`config.mk`:
```
export PLATFORM = sky130hd
export DESIGN_NAME = mfap_front
export DESIGN_NICKNAME = d
export VERILOG_FILES = /design/src/rtl/mic_fifo_adaptive_packetizer_defines.svh /design/src/rtl/mfap_pkg.sv /design/src/rtl/mfap_front.sv
export SDC_FILE = /design/constraint.sdc
export NUM_CORES = 1
export LEC_CHECK = 0
export ABC_AREA = 1
export BUFFER_PORTS_ARGS = -buffer_cell sky130_fd_sc_hd__buf_4
export CORE_UTILIZATION = 43
export DETAILED_ROUTE_END_ITERATION = 10
export PLACE_DENSITY_LB_ADDON = 0.1
export SYNTH_ARGS = -nofsm -noshare
export SYNTH_HDL_FRONTEND = slang
export SYNTH_SLANG_ARGS = --single-unit
```
`constraint.sdc`:
```
create_clock -name vclk -period 3.8
set_clock_uncertainty 0.05 [all_clocks]
set_input_delay 0.76 -clock vclk [all_inputs]
set_output_delay 0.76 -clock vclk [all_outputs]
set_load 0.01 [all_outputs]
```
`src/rtl/mic_fifo_adaptive_packetizer_defines.svh`:
```
// ----------------------------------------------------------------------------
// mic fifo packetizer assertion macros
// shared assertion forms for the packetizer rtl
// ----------------------------------------------------------------------------
`ifndef MIC_FIFO_ADAPTIVE_PACKETIZER_DEFINES_SVH
`define MIC_FIFO_ADAPTIVE_PACKETIZER_DEFINES_SVH

// same-cycle implication under synchronous reset
`define MFAP_ASSERT_NOW(label, clk, rst, ante, cons) \
  label: assert property (@(posedge clk) disable iff (rst) (ante) |-> (cons)) \
    else $error("mfap assertion failed");

// next-cycle implication under synchronous reset
`define MFAP_ASSERT_NEXT(label, clk, rst, ante, cons) \
  label: assert property (@(posedge clk) disable iff (rst) (ante) |=> (cons)) \
    else $error("mfap assertion failed");

`endif

```
`src/rtl/mfap_pkg.sv`:
```
// ----------------------------------------------------------------------------
// mfap_pkg
// shared types, codes and constants of the mic fifo packetizer
// ----------------------------------------------------------------------------
package mfap_pkg;

  localparam int FIFO_FRAMES_DEFAULT = 2048;
  localparam int MAX_PACKET          = 64;
  localparam int QUEUE_DEPTH         = 2;
  localparam int CFG_DATA_W          = 12;
  localparam int CFG_INDEX_W         = 3;

  // register indexes
  localparam logic [CFG_INDEX_W-1:0] REG_PKT_MIN   = 3'd0;
  localparam logic [CFG_INDEX_W-1:0] REG_PKT_NOM   = 3'd1;
  localparam logic [CFG_INDEX_W-1:0] REG_PKT_MAX   = 3'd2;
  localparam logic [CFG_INDEX_W-1:0] REG_DEPTH_LOW = 3'd3;
  localparam logic [CFG_INDEX_W-1:0] REG_DEPTH_HI  = 3'd4;
  localparam logic [CFG_INDEX_W-1:0] REG_MONO_MIX  = 3'd5;
  localparam logic [CFG_INDEX_W-1:0] REG_MIC_ITF   = 3'd6;

  // register reset values
  localparam logic [6:0]  RST_PKT_MIN   = 7'd47;
  localparam logic [6:0]  RST_PKT_NOM   = 7'd48;
  localparam logic [6:0]  RST_PKT_MAX   = 7'd49;
  localparam logic [11:0] RST_DEPTH_LOW = 12'd288;
  localparam logic [11:0] RST_DEPTH_HI  = 12'd480;
  localparam logic [7:0]  RST_MIC_ITF   = 8'd2;

  typedef enum logic [1:0] {
    CMD_PUSH          = 2'd0,
    CMD_REQUEST       = 2'd1,
    CMD_SET_INTERFACE = 2'd2,
    CMD_UNUSED        = 2'd3
  } cmd_t;

  typedef enum logic [2:0] {
    ST_STORED         = 3'd0,
    ST_FULL_DROP      = 3'd1,
    ST_IDLE_IGNORE    = 3'd2,
    ST_PACKET_FRAME   = 3'd3,
    ST_UNDERFLOW      = 3'd4,
    ST_IDLE_NO_PACKET = 3'd5,
    ST_INTERFACE_DONE = 3'd6
  } status_t;

  typedef enum logic [2:0] {
    BK_IDLE,
    BK_SIZE,
    BK_CAP,
    BK_CHECK,
    BK_READ
  } back_state_t;

  typedef struct packed {
    logic [6:0]  pkt_min;
    logic [6:0]  pkt_nom;
    logic [6:0]  pkt_max;
    logic [11:0] depth_low;
    logic [11:0] depth_high;
    logic        mono_mix;
    logic [7:0]  mic_itf;
  } cfg_t;

  typedef struct packed {
    cmd_t        op;
    logic [31:0] word;
    logic        itf_hit;
    logic        alt_on;
  } entry_t;

endpackage

```
`src/rtl/mfap_front.sv`:
```
// ----------------------------------------------------------------------------
// mfap_front
// command decode: classifies an accepted command and builds its queue entry
// ----------------------------------------------------------------------------
module mfap_front (
  input  logic               start,
  input  logic               busy,
  input  logic [1:0]         cmd,
  input  logic signed [15:0] sample_left,
  input  logic signed [15:0] sample_right,
  input  logic [7:0]         interface_number,
  input  logic [7:0]         alt_setting,
  input  mfap_pkg::cfg_t     cfg,
  output logic               push,
  output mfap_pkg::entry_t   entry
);
  import mfap_pkg::*;

  cmd_t               op;
  logic signed [16:0] sum;
  logic signed [16:0] sum_adj;
  logic signed [16:0] mono;

  assign op = cmd_t'(cmd);

  // halve toward zero
  assign sum     = 17'(sample_left) + 17'(sample_right);
  assign sum_adj = sum + {16'd0, sum[16]};
  assign mono    = sum_adj >>> 1;

  always_comb begin
    entry.op      = op;
    entry.word    = cfg.mono_mix ? {16'd0, mono[15:0]} : {sample_right, sample_left};
    entry.itf_hit = (interface_number == cfg.mic_itf);
    entry.alt_on  = (alt_setting != 8'd0);
    case (op)
      CMD_PUSH, CMD_REQUEST, CMD_SET_INTERFACE: push = start && !busy;
      default:                                  push = 1'b0;
    endcase
  end

endmodule

```
==> impl_metrics.tcl <==
set metrics [dict create \
    status "completed" \
    crit_path_cell_trace "buf_4 > ha_4 > inv_1 > fa_2 > inv_2 > nand3_1 > nand3_1 > nand2_1 > nand2_1 > nand2_1 > nor2_1 > inv_1 > nor2_2 > nand3_1 > nand2_1 > nand2_1 > nand2_1 > nand2_1 > buf_4" \
    slowest_stage "fa_2" \
    cp.arrival_ns 2.91 \
    crit_buf_inv 5 \
    synth_top_area_frac 0.293 \
    critical_path_class "input pin to primary output" \
    holdPathStages 2 \
    synthTopCellsByArea "nand2_1 29%, inv_1 15%, ha_1 10%, nand3_1 9.9%, nor2_1 8.2%" \
    worstHoldStart "cmd[0]" \
    grt.overflow.total 0 \
    peakVddDrop_uv 64.5 \
    maxSlewViolCount 0 \
    max_stage_delay_ns 0.40 \
    setup_violations 0 \
    fin_tns_setup_ns 0 \
    end_kind "primary output" \
    regArea_um2 0 \
    cp_max_fo 3 \
    grt_max_degree 32 \
    wl_per_cell_um 10.8 \
    grt_pass1_wl_um 9800 \
    p_leak_nw 1.73 \
    synth.avg_cell_area_um2 4.87 \
    gp_congestion 0.881 \
    syn_to_final_growth_pct 45.4 \
    dieArea_mm2 0.00486 \
    layout.nets 629 \
    place_area_mm2 0.00276 \
    worstHoldEndpoint "entry[34]" \
    syn-cell-area_mm2 0.00197 \
    core_region_area_mm2 0.00438 \
    critPathMostFrequentCell "nand2_1" \
    tightestPinTransition_ns 0.492 \
    synth.most_common_cell "nand2_1" \
    rows 24 \
    worstHoldPathType "input pin to primary output" \
    worstPathRequired_ns 2.99 \
    startpoint_type "input pin" \
    synth_cell_types 32 \
    drt_iter0_markers 152 \
    grt_pass1_vias 2314 \
    grt_use_total 0.237 \
    die_h_um 69.7 \
    power.density_mw_per_mm2 163 \
    antenna_cells 0 \
    port_buffers 98 \
    nClkBuffers 0 \
    via_count 2689 \
    period_share 0.978 \
    ios 143 \
    ant_nets 0 \
    synth_common_cells "154 x nand2_1, 77 x inv_1, 43 x nor2_1" \
    viasPerCell 4.84 \
    multi_input_area_mm2 0.00172 \
    clock.fmax_mhz 269 \
    antenna_found_initial 0 \
    fp.dieW_um 69.7 \
    dr.pass1.iters 4 \
    synthCells 405 \
    pre_cts_ws_ns 0.0353 \
    fillCellCount 453 \
    hold_buffers 0 \
    crit_family "simple AND/OR/NAND/NOR gates" \
    drc 0 \
    fin_ws_ns 0.0824 \
    yosysWarnings 0 \
    whs_ns 1.66 \
    layout-drive-gt1-share 0.282 \
    syn_nets 528 \
    fin_area_mm2 0.00287 \
    hold_violations 0 \
    hpwl_um 5080 \
    flops_and_latches 0 \
    p_total_mw 0.466 \
    fin_crit_ns 3.72 \
    drv_cap 0 \
    maxSlewHeadroom 0.670 \
    synth_area_leader_cell "nand2_1" \
    start_util 0.449 \
    drt_wl_total_um 6010 \
    ys_seq_area_frac 0 \
]
==> per-layer routing <==
layer / wire, µm / share of wire / vias up / track usage
met5: 0 / 0 / - / 0
met4: 0 / 0 / 0 / 0.00222
met3: 468 / 0.078 / 0 / 0.00581
met2: 2820 / 0.47 / 97 / 0.410
met1: 2720 / 0.45 / 1144 / 0.346
li1: - / - / 1448 / -
==> per-stage QoR <==
| step | util | std cells |
|---|---|---|
| 4_1_cts | 0.630 | 552 |
| 3_3_place_gp | 0.630 | 552 |
| 5_1_grt | 0.654 | 556 |
| 6_report | 0.654 | 556 |
| 3_5_place_dp | 0.630 | 552 |
| 2_1_floorplan | - | 405 |
==> how the worst max path moves through the flow <==
stage,startpoint,endpoint,slack [ns],depth (start not counted)
after floorplan,sample_left[0],entry[4],0.46,15
after global placement,sample_left[0],entry[9],0.06,20
after detailed placement,sample_left[0],entry[9],0.04,20
after CTS,sample_left[0],entry[9],0.03,20
after global routing,sample_right[0],entry[14],-0.04,19
final,sample_right[0],entry[14],0.08,19
==> layout make-up <==
class,instances,area share
timing repair buffer,105,0.275
inverter,78,0.102
tap,52,0.0227
multi-input combinational,321,0.600
==> where the power goes <==
group          internal [mW]  switching [mW]  total (mW)
Clock                      0               0           0
Sequential                 0               0           0
Combinational          0.199           0.267       0.466
==> cells by family (layout without fill, tap and decap cells) <==
logic type / after synthesis / after routing / synth area share
fa+ha+maj: 17 / 17 / 0.112
xor+xnor: 12 / 12 / 0.0571
simple gates: 275 / 275 / 0.621
compound gates: 17 / 17 / 0.0451
buf+inv: 84 / 183 / 0.165
==> placed cells by master (no fill, tap or decap), types with 6 or more instances in the layout <==
cell type	count
nand4_1	11
xnor2_1	6
ha_1	13
nor2_1	39
nand2_1	150
nand3_1	38
buf_4	105
inv_1	76
nand2_2	13
a21oi_1	6
==> what timing repair did <==
item,CTS,global route
endpoints found under the setup margin,0,15
buffers inserted,0,4
resized for setup,0,21
Note: power is estimated with default switching activity, not from simulation.
