--- config.mk ---
export PLATFORM = sky130hd
export DESIGN_NAME = mfap_queue
export DESIGN_NICKNAME = d
export VERILOG_FILES = /design/src/rtl/mic_fifo_adaptive_packetizer_defines.svh /design/src/rtl/mfap_pkg.sv /design/src/rtl/mfap_queue.sv
export SDC_FILE = /design/constraint.sdc
export NUM_CORES = 1
export LEC_CHECK = 0
export BUFFER_PORTS_ARGS = -buffer_cell sky130_fd_sc_hd__buf_4
export CORE_MARGIN = 4
export CORE_UTILIZATION = 55
export CTS_CLUSTER_DIAMETER = 100
export DETAILED_ROUTE_END_ITERATION = 10
export MAX_ROUTING_LAYER = met4
export PLACE_DENSITY = 0.84
export SYNTH_ARGS = -nofsm -noshare
export SYNTH_HDL_FRONTEND = slang
export SYNTH_SLANG_ARGS = --single-unit
--- constraint.sdc ---
create_clock -name clk -period 5.9 [get_ports clk]
set_input_delay 1.18 -clock clk [delete_from_list [all_inputs] [get_ports clk]]
set_output_delay 1.18 -clock clk [all_outputs]
set_load 0.01 [all_outputs]
--- src/rtl/mic_fifo_adaptive_packetizer_defines.svh ---
// ----------------------------------------------------------------------------
// mic fifo packetizer assertion macros
// shared assertion forms for the packetizer rtl
// ----------------------------------------------------------------------------
`ifndef MIC_FIFO_ADAPTIVE_PACKETIZER_DEFINES_SVH
`define MIC_FIFO_ADAPTIVE_PACKETIZER_DEFINES_SVH

// same-cycle implication under synchronous reset
`define MFAP_ASSERT_NOW(label, clk, rst, ante, cons) \
  label: assert property (@(posedge clk) disable iff (rst) (ante) |-> (cons)) \
    else $error("mfap assertion failed");

// next-cycle implication under synchronous reset
`define MFAP_ASSERT_NEXT(label, clk, rst, ante, cons) \
  label: assert property (@(posedge clk) disable iff (rst) (ante) |=> (cons)) \
    else $error("mfap assertion failed");

`endif

--- src/rtl/mfap_pkg.sv ---
// ----------------------------------------------------------------------------
// mfap_pkg
// shared types, codes and constants of the mic fifo packetizer
// ----------------------------------------------------------------------------
package mfap_pkg;

  localparam int FIFO_FRAMES_DEFAULT = 2048;
  localparam int MAX_PACKET          = 64;
  localparam int QUEUE_DEPTH         = 2;
  localparam int CFG_DATA_W          = 12;
  localparam int CFG_INDEX_W         = 3;

  // register indexes
  localparam logic [CFG_INDEX_W-1:0] REG_PKT_MIN   = 3'd0;
  localparam logic [CFG_INDEX_W-1:0] REG_PKT_NOM   = 3'd1;
  localparam logic [CFG_INDEX_W-1:0] REG_PKT_MAX   = 3'd2;
  localparam logic [CFG_INDEX_W-1:0] REG_DEPTH_LOW = 3'd3;
  localparam logic [CFG_INDEX_W-1:0] REG_DEPTH_HI  = 3'd4;
  localparam logic [CFG_INDEX_W-1:0] REG_MONO_MIX  = 3'd5;
  localparam logic [CFG_INDEX_W-1:0] REG_MIC_ITF   = 3'd6;

  // register reset values
  localparam logic [6:0]  RST_PKT_MIN   = 7'd47;
  localparam logic [6:0]  RST_PKT_NOM   = 7'd48;
  localparam logic [6:0]  RST_PKT_MAX   = 7'd49;
  localparam logic [11:0] RST_DEPTH_LOW = 12'd288;
  localparam logic [11:0] RST_DEPTH_HI  = 12'd480;
  localparam logic [7:0]  RST_MIC_ITF   = 8'd2;

  typedef enum logic [1:0] {
    CMD_PUSH          = 2'd0,
    CMD_REQUEST       = 2'd1,
    CMD_SET_INTERFACE = 2'd2,
    CMD_UNUSED        = 2'd3
  } cmd_t;

  typedef enum logic [2:0] {
    ST_STORED         = 3'd0,
    ST_FULL_DROP      = 3'd1,
    ST_IDLE_IGNORE    = 3'd2,
    ST_PACKET_FRAME   = 3'd3,
    ST_UNDERFLOW      = 3'd4,
    ST_IDLE_NO_PACKET = 3'd5,
    ST_INTERFACE_DONE = 3'd6
  } status_t;

  typedef enum logic [2:0] {
    BK_IDLE,
    BK_SIZE,
    BK_CAP,
    BK_CHECK,
    BK_READ
  } back_state_t;

  typedef struct packed {
    logic [6:0]  pkt_min;
    logic [6:0]  pkt_nom;
    logic [6:0]  pkt_max;
    logic [11:0] depth_low;
    logic [11:0] depth_high;
    logic        mono_mix;
    logic [7:0]  mic_itf;
  } cfg_t;

  typedef struct packed {
    cmd_t        op;
    logic [31:0] word;
    logic        itf_hit;
    logic        alt_on;
  } entry_t;

endpackage

--- src/rtl/mfap_queue.sv ---
// ----------------------------------------------------------------------------
// mfap_queue
// short command queue between decode and execution
// ----------------------------------------------------------------------------
module mfap_queue (
  input  logic             clk,
  input  logic             rst,
  input  logic             push,
  input  mfap_pkg::entry_t push_entry,
  input  logic             pop,
  output logic             valid,
  output logic             full,
  output mfap_pkg::entry_t head
);
  import mfap_pkg::*;

  localparam int PW = (QUEUE_DEPTH > 1) ? $clog2(QUEUE_DEPTH) : 1;
  localparam int CW = $clog2(QUEUE_DEPTH + 1);

  entry_t          slots [QUEUE_DEPTH];
  logic [PW-1:0]   wr_ptr;
  logic [PW-1:0]   rd_ptr;
  logic [CW-1:0]   count;

  function automatic logic [PW-1:0] ptr_inc(input logic [PW-1:0] p);
    return (p == PW'(QUEUE_DEPTH - 1)) ? '0 : p + PW'(1);
  endfunction

  assign valid = (count != '0);
  assign full  = (count == CW'(QUEUE_DEPTH));
  assign head  = slots[rd_ptr];

  always_ff @(posedge clk) begin
    if (push) begin
      slots[wr_ptr] <= push_entry;
    end
  end

  always_ff @(posedge clk) begin
    if (rst) begin
      wr_ptr <= '0;
      rd_ptr <= '0;
      count  <= '0;
    end else begin
      if (push) begin
        wr_ptr <= ptr_inc(wr_ptr);
      end
      if (pop) begin
        rd_ptr <= ptr_inc(rd_ptr);
      end
      case ({push, pop})
        2'b10:   count <= count + CW'(1);
        2'b01:   count <= count - CW'(1);
        default: count <= count;
      endcase
    end
  end

endmodule

==> flow_metrics.py, run 1 <==
metrics = {
    "floorplan": {
        "die_y_um": 79.3,
        "die_x_um": 79.3,
        "start_util_pct": 58.1,
        "coreArea_um2": 4820,
        "ios": 78,
        "placementRows": 25,
        "die_area_um2": 6290,
    },
    "final_layout": {
        "n_antenna_cell": 0,
        "seq_area_um2": 2260,
        "nets": 260,
        "fillers": 310,
        "multiInputGateArea_um2": 518,
        "drive_gt1_share_pct": 57.6,
        "area_delta_synth_final_pct": 29.2,
    },
    "critical_path": {
        "crit_top_cell": "buf_4",
        "critPathTopFamily": "buffers and inverters",
        "crit_required_ps": 4720,
        "crit_fanout": 36,
        "cp_cell_sequence": "buf_4, mux2_2, buf_4",
        "critPathBufInv": 2,
        "crit_slowest_cell": "mux2_2",
        "reg2reg_from": "wr_ptr",
        "crit_arrival_ps": 1590,
        "cp.depth": 3,
        "critPathLaunchType": "register",
        "critPathKind": "reg -> out",
        "cpPeakStageDelay_ps": 410,
        "cp-end-kind": "output pin",
        "r2r_cells": 1,
    },
    "global_route": {
        "antenna_found_initial": 0,
        "grt_pass1_vias": 1600,
        "grt_remaining_overflow": 0,
        "grt_max_degree": 37,
        "grt_pass1_wl_mm": 7.91,
        "grtUsageTotal_pct": 17.9,
    },
    "synthesis": {
        "synth.avg_cell_area_um2": 20.9,
        "synthesis.nets": 175,
        "ys.warnings.count": 0,
        "netlist_instances": 134,
        "ys_ff_latch": 77,
        "ys_seq_area_share_pct": 80.9,
        "yosysUniqueCellTypes": 16,
        "synth_area_um2": 2800,
    },
    "sta": {
        "hold_viol": 0,
        "rsz0062_at_grt": "false",
        "min_period_ps": 2770,
        "holdWs_ps": 499,
        "period_share_pct": 47.0,
        "relSlewSlack_pct": 32.3,
        "finalSetupViolCount": 0,
        "finClkSkew_ps": 7.76,
        "maxSlewViolCount": 0,
        "fmax_mhz": 361,
        "tns_ps": 0,
        "worstMarginPinSlew_ps": 1010,
    },
    "cts": {
        "cts_setup_buffers": 0,
        "clk_latency_ps": 330,
        "holdBufCountCts": 0,
        "ctsResizeCount": 0,
        "cts_root_buffer": "clkbuf_8",
        "cts_made_buffers": 9,
        "cts_max_level": 3,
        "ctsLongestPathBuffers": 2,
        "cts_num_sinks": 77,
        "cts_tree": "built",
        "cts.reportedPaths.clkPinSlew_ps": 70,
    },
    "drt": {
        "postRouteAntennaNets": 0,
        "vias": 1453,
        "wl_mm": 5.01,
        "drcViolationCount": 0,
        "route.detailed.wl_per_inst_um": 17.2,
        "drtIter0Drc": 89,
        "firstDrtPassIters": 4,
        "viasPerCell": 4.99,
    },
    "hold_path": {
        "hold_depth": 2,
        "hp-class": "reg -> reg",
        "min_from": "count[1]",
    },
    "place": {
        "hpwl_mm": 3.43,
        "place_congestion": 0.735,
        "portBuffers": 77,
    },
    "power_and_ir_drop": {
        "irDropWorstVdd_uv": 206,
        "power_density_nw_per_um2": 313,
        "p_leak_nw": 1.36,
    },
    "outcome": {
        "outcome": "completed",
    },
    "run": {
        "drv_cap": 0,
    },
}
-- metrics by stage --
stage / util (%) / power [mW] / worst slack, ps / cell area [um^2] / instances
6_report: 75.0 / 1.13 / 3130 / 3610 / 291
5_1_grt: 75.0 / 1.18 / 3020 / 3610 / 291
3_3_place_gp: 71.7 / 0.809 / 3410 / 3450 / 275
3_5_place_dp: 71.7 / 0.818 / 3350 / 3450 / 275
4_1_cts: 75.0 / 1.14 / 3090 / 3610 / 291
2_1_floorplan: - / 0.733 / 2720 / 2800 / 134
-- cells in the mapped netlist --
library cell	number	area [um^2]
buf_4	1	7.51
or3_1	1	6.26
inv_1	1	3.75
and2b_2	1	8.76
xor2_1	1	8.76
o21ai_0	1	5.00
a21oi_1	1	5.00
and2_1	1	6.26
xnor2_1	3	26.3
or2_2	1	6.26
nor2_1	5	18.8
buf_2	3	15.0
ha_1	1	12.5
dfxtp_1	5	100
edfxtp_1	72	2160
mux2_2	36	405
-- state kept, by name (all words and copies together) (netlist names), named ones only --
signal	flops
count	2
rd_ptr	1
slots	72
wr_ptr	1
-- worst paths after layout --
kind / to / slack, ps
worst min-delay path: count[1] / 500
worst max register to register: slots[1][6] / 4340
worst max-delay path: head[29] / 3130
worst min register to register: count[1] / 500
-- placed cells by master, fill, tap and decap left out --
cell	n
or3_1	1
a21oi_1	1
nor2_1	4
and2b_2	1
nor2_4	1
inv_1	1
and2_2	1
xnor2_1	3
clkbuf_1	4
clkbuf_8	10
dfxtp_1	5
or2_2	1
clkinv_2	1
buf_4	78
ha_1	1
xor2_1	1
mux2_2	36
clkinv_1	1
edfxtp_1	72
o21ai_0	1
-- routing by layer --
layer	vias up	GRT usage, %	share of wire [%]
li1	684	-	-
met1	719	19.3	38
met2	44	30.6	56
met3	6	4.54	5.2
met4	0	9.28	1.1
met5	-	-	0
-- kinds of logic after synthesis --
family,count (synthesis),share of synthesized area (%)
muxes,36,14.5
adders and majority gates,1,0.447
AOI/OAI and AO/OA,2,0.357
xor gates and xnor gates,4,1.25
DFF,77,80.9
buffers and inverters,5,0.939
and+or+nand+nor,9,1.66
-- area by class of cell --
cell class                      instances  share of cell area [%]
Clock buffer                           14                    4.22
Clock inverter                          2                   0.242
Inverter                                1                   0.104
Multi-Input combinational cell         52                    14.3
Sequential cell                        77                    62.6
Tap cell                               67                    2.32
Timing Repair Buffer                   78                    16.2
-- power by group --
group	switching, mW	leakage, nW	total, mW	internal (mW)
combinational	0.0720	0.562	0.157	0.0853
clock	0.164	0.0821	0.327	0.163
sequential	0.00982	0.717	0.646	0.636
total	0.245	1.36	1.13	0.884
No activity file was read; power rests on OpenSTA's default activity.
==> run 2, diff against run 1 <==
--- a/config.mk
+++ b/config.mk
@@ -7,11 +7,11 @@
 export LEC_CHECK = 0
 export BUFFER_PORTS_ARGS = -buffer_cell sky130_fd_sc_hd__buf_4
 export CORE_MARGIN = 4
-export CORE_UTILIZATION = 55
+export CORE_UTILIZATION = 46
 export CTS_CLUSTER_DIAMETER = 100
 export DETAILED_ROUTE_END_ITERATION = 10
 export MAX_ROUTING_LAYER = met4
-export PLACE_DENSITY = 0.84
+export PLACE_DENSITY = 0.76
 export SYNTH_ARGS = -nofsm -noshare
 export SYNTH_HDL_FRONTEND = slang
 export SYNTH_SLANG_ARGS = --single-unit
==> constraint.sdc (replaced) <==
create_clock -name clk -period 2.5 [get_ports clk]
set_input_delay 0.5 -clock clk [delete_from_list [all_inputs] [get_ports clk]]
set_output_delay 0.5 -clock clk [all_outputs]
set_load 0.01 [all_outputs]
==> run 2 against run 1 <==
  * Routed wire length is 5.6% lower
  * Global-route usage is 4.1 points lower
  * Die area is 18% higher
  * Critical path depth stayed put
  * First-iteration DRC count is 20% higher
  * Sequential power is 140% higher
  * Cell area is 1.9% higher
  * Cell count is 3.4% higher
  * Hold slack worse by 160 ps
  * Critical endpoint is now head[12]
  * Largest power group unchanged
==> flow_metrics.py, run 2 (synthesized netlist as in run 1, its figures left out) <==
metrics = {
    "final_layout": {
        "largest_reg_flops": 72,
        "fin_area_um2": 3680,
        "nets": 262,
        "n_antenna_cell": 0,
        "fin_util_pct": 62.2,
        "drive_gt1_share_pct": 60.2,
        "fin_cells": 301,
        "fillers": 452,
        "reg_top3": "slots x72, count x2",
        "mostFrequentLayoutCells": "buf_4 (79), edfxtp_1 (72), mux2_2 (36)",
        "top_register": "slots",
        "layout_commonest_cell": "buf_4",
        "area_delta_synth_final_pct": 31.7,
    },
    "power_and_ir_drop": {
        "p_total_mw": 2.78,
        "power_density_nw_per_um2": 755,
        "p_leak_nw": 1.39,
        "irDropWorstVdd_uv": 421,
    },
    "sta": {
        "relSlewSlack_pct": 72.3,
        "period_share_pct": 80.9,
        "maxSlewViolCount": 0,
        "min_period_ps": 2020,
        "hold_viol": 0,
        "finalSetupViolCount": 0,
        "tns_ps": 0,
        "finClkSkew_ps": 7.18,
        "fin_ws_ps": 477,
        "rsz0062_at_grt": "false",
        "fmax_mhz": 494,
        "holdWs_ps": 344,
        "worstMarginPinSlew_ps": 416,
    },
    "cts": {
        "cts_made_buffers": 9,
        "ctsLongestPathBuffers": 2,
        "cts.reportedPaths.clkPinSlew_ps": 80,
        "holdBufCountCts": 0,
        "cts_tree": "built",
        "cts_max_level": 3,
        "cts_root_buffer": "clkbuf_8",
        "cts_setup_buffers": 0,
        "cts_num_sinks": 77,
        "ctsResizeCount": 0,
        "clk_latency_ps": 330,
    },
    "outcome": {
        "outcome": "completed",
    },
    "critical_path": {
        "crit_arrival_ps": 1520,
        "critPathKind": "reg -> out",
        "crit_required_ps": 2000,
        "critPathLaunchType": "register",
        "reg2reg_from": "wr_ptr",
        "cp-end-kind": "output pin",
        "crit_fanout": 30,
    },
    "floorplan": {
        "coreArea_um2": 5920,
        "placementRows": 28,
        "start_util_pct": 47.3,
        "die_x_um": 86.0,
        "die_y_um": 86.0,
        "ios": 78,
        "die_area_um2": 7390,
    },
    "drt": {
        "firstDrtPassIters": 4,
        "vias": 1455,
        "wl_mm": 4.73,
        "drcViolationCount": 0,
        "drtIter0Drc": 107,
        "viasPerCell": 4.83,
        "route.detailed.wl_per_inst_um": 15.7,
        "postRouteAntennaNets": 0,
    },
    "global_route": {
        "grt_pass1_vias": 1503,
        "grt_remaining_overflow": 0,
        "grtUsageTotal_pct": 13.9,
        "grt_max_degree": 31,
        "grt_pass1_wl_mm": 7.29,
        "antenna_found_initial": 0,
    },
    "run": {
        "drv_cap": 0,
    },
    "place": {
        "dpl_cell_area_um2": 3490,
        "place_congestion": 0.684,
        "hpwl_mm": 3.17,
        "dp.cells": 285,
        "pre_cts_slack_ps": 820,
        "portBuffers": 77,
    },
    "hold_path": {
        "hp-class": "in -> reg",
        "min_from": "push_entry[29]",
    },
}
==> run 2: cell count changes in the layout (fill, tap and decap cells not counted), sizes merged <==
| cell | before | now |
|---|---|---|
| bufinv | 0 | 1 |
| buf | 78 | 80 |
| clkinvlp | 0 | 2 |
| clkbuf | 14 | 10 |
| clkinv | 2 | 3 |
==> run 2: path summary, 6_finish.rpt <==
path	to	slack (ps)	cells past startpoint
hold reg to reg	count[1]	520	2
setup / recovery	head[12]	480	3
setup reg to reg	slots[1][8]	1050	2
hold / removal	slots[0][29]	340	1
==> run 2: area by class of cell <==
cell class	instances	area, um^2	area share (%)
sequential	77	2260	61.4
multi-input combinational	52	518	14.1
timing repair buffer	80	613	16.6
clock buffer	10	128	3.46
clock inverter	6	63.8	1.73
tap	75	93.8	2.55
inverter	1	3.75	0.102
==> run 2: routing by layer <==
layer	wire [um]	track usage (%)
met5	0	-
met4	68	6.04
met3	459	4.90
met2	2090	19.2
met1	2120	18.5
==> run 2: critical path, stage by stage, from the launching register on <==
cell     delay, ps
dfxtp_2        440
buf_12         230
mux2_2         370
buf_4          150
==> run 2: power breakdown <==
part	internal (mW)	total (mW)	switching, mW
combinational	0.208	0.372	0.164
clock	0.459	0.884	0.424
sequential	1.50	1.53	0.0262
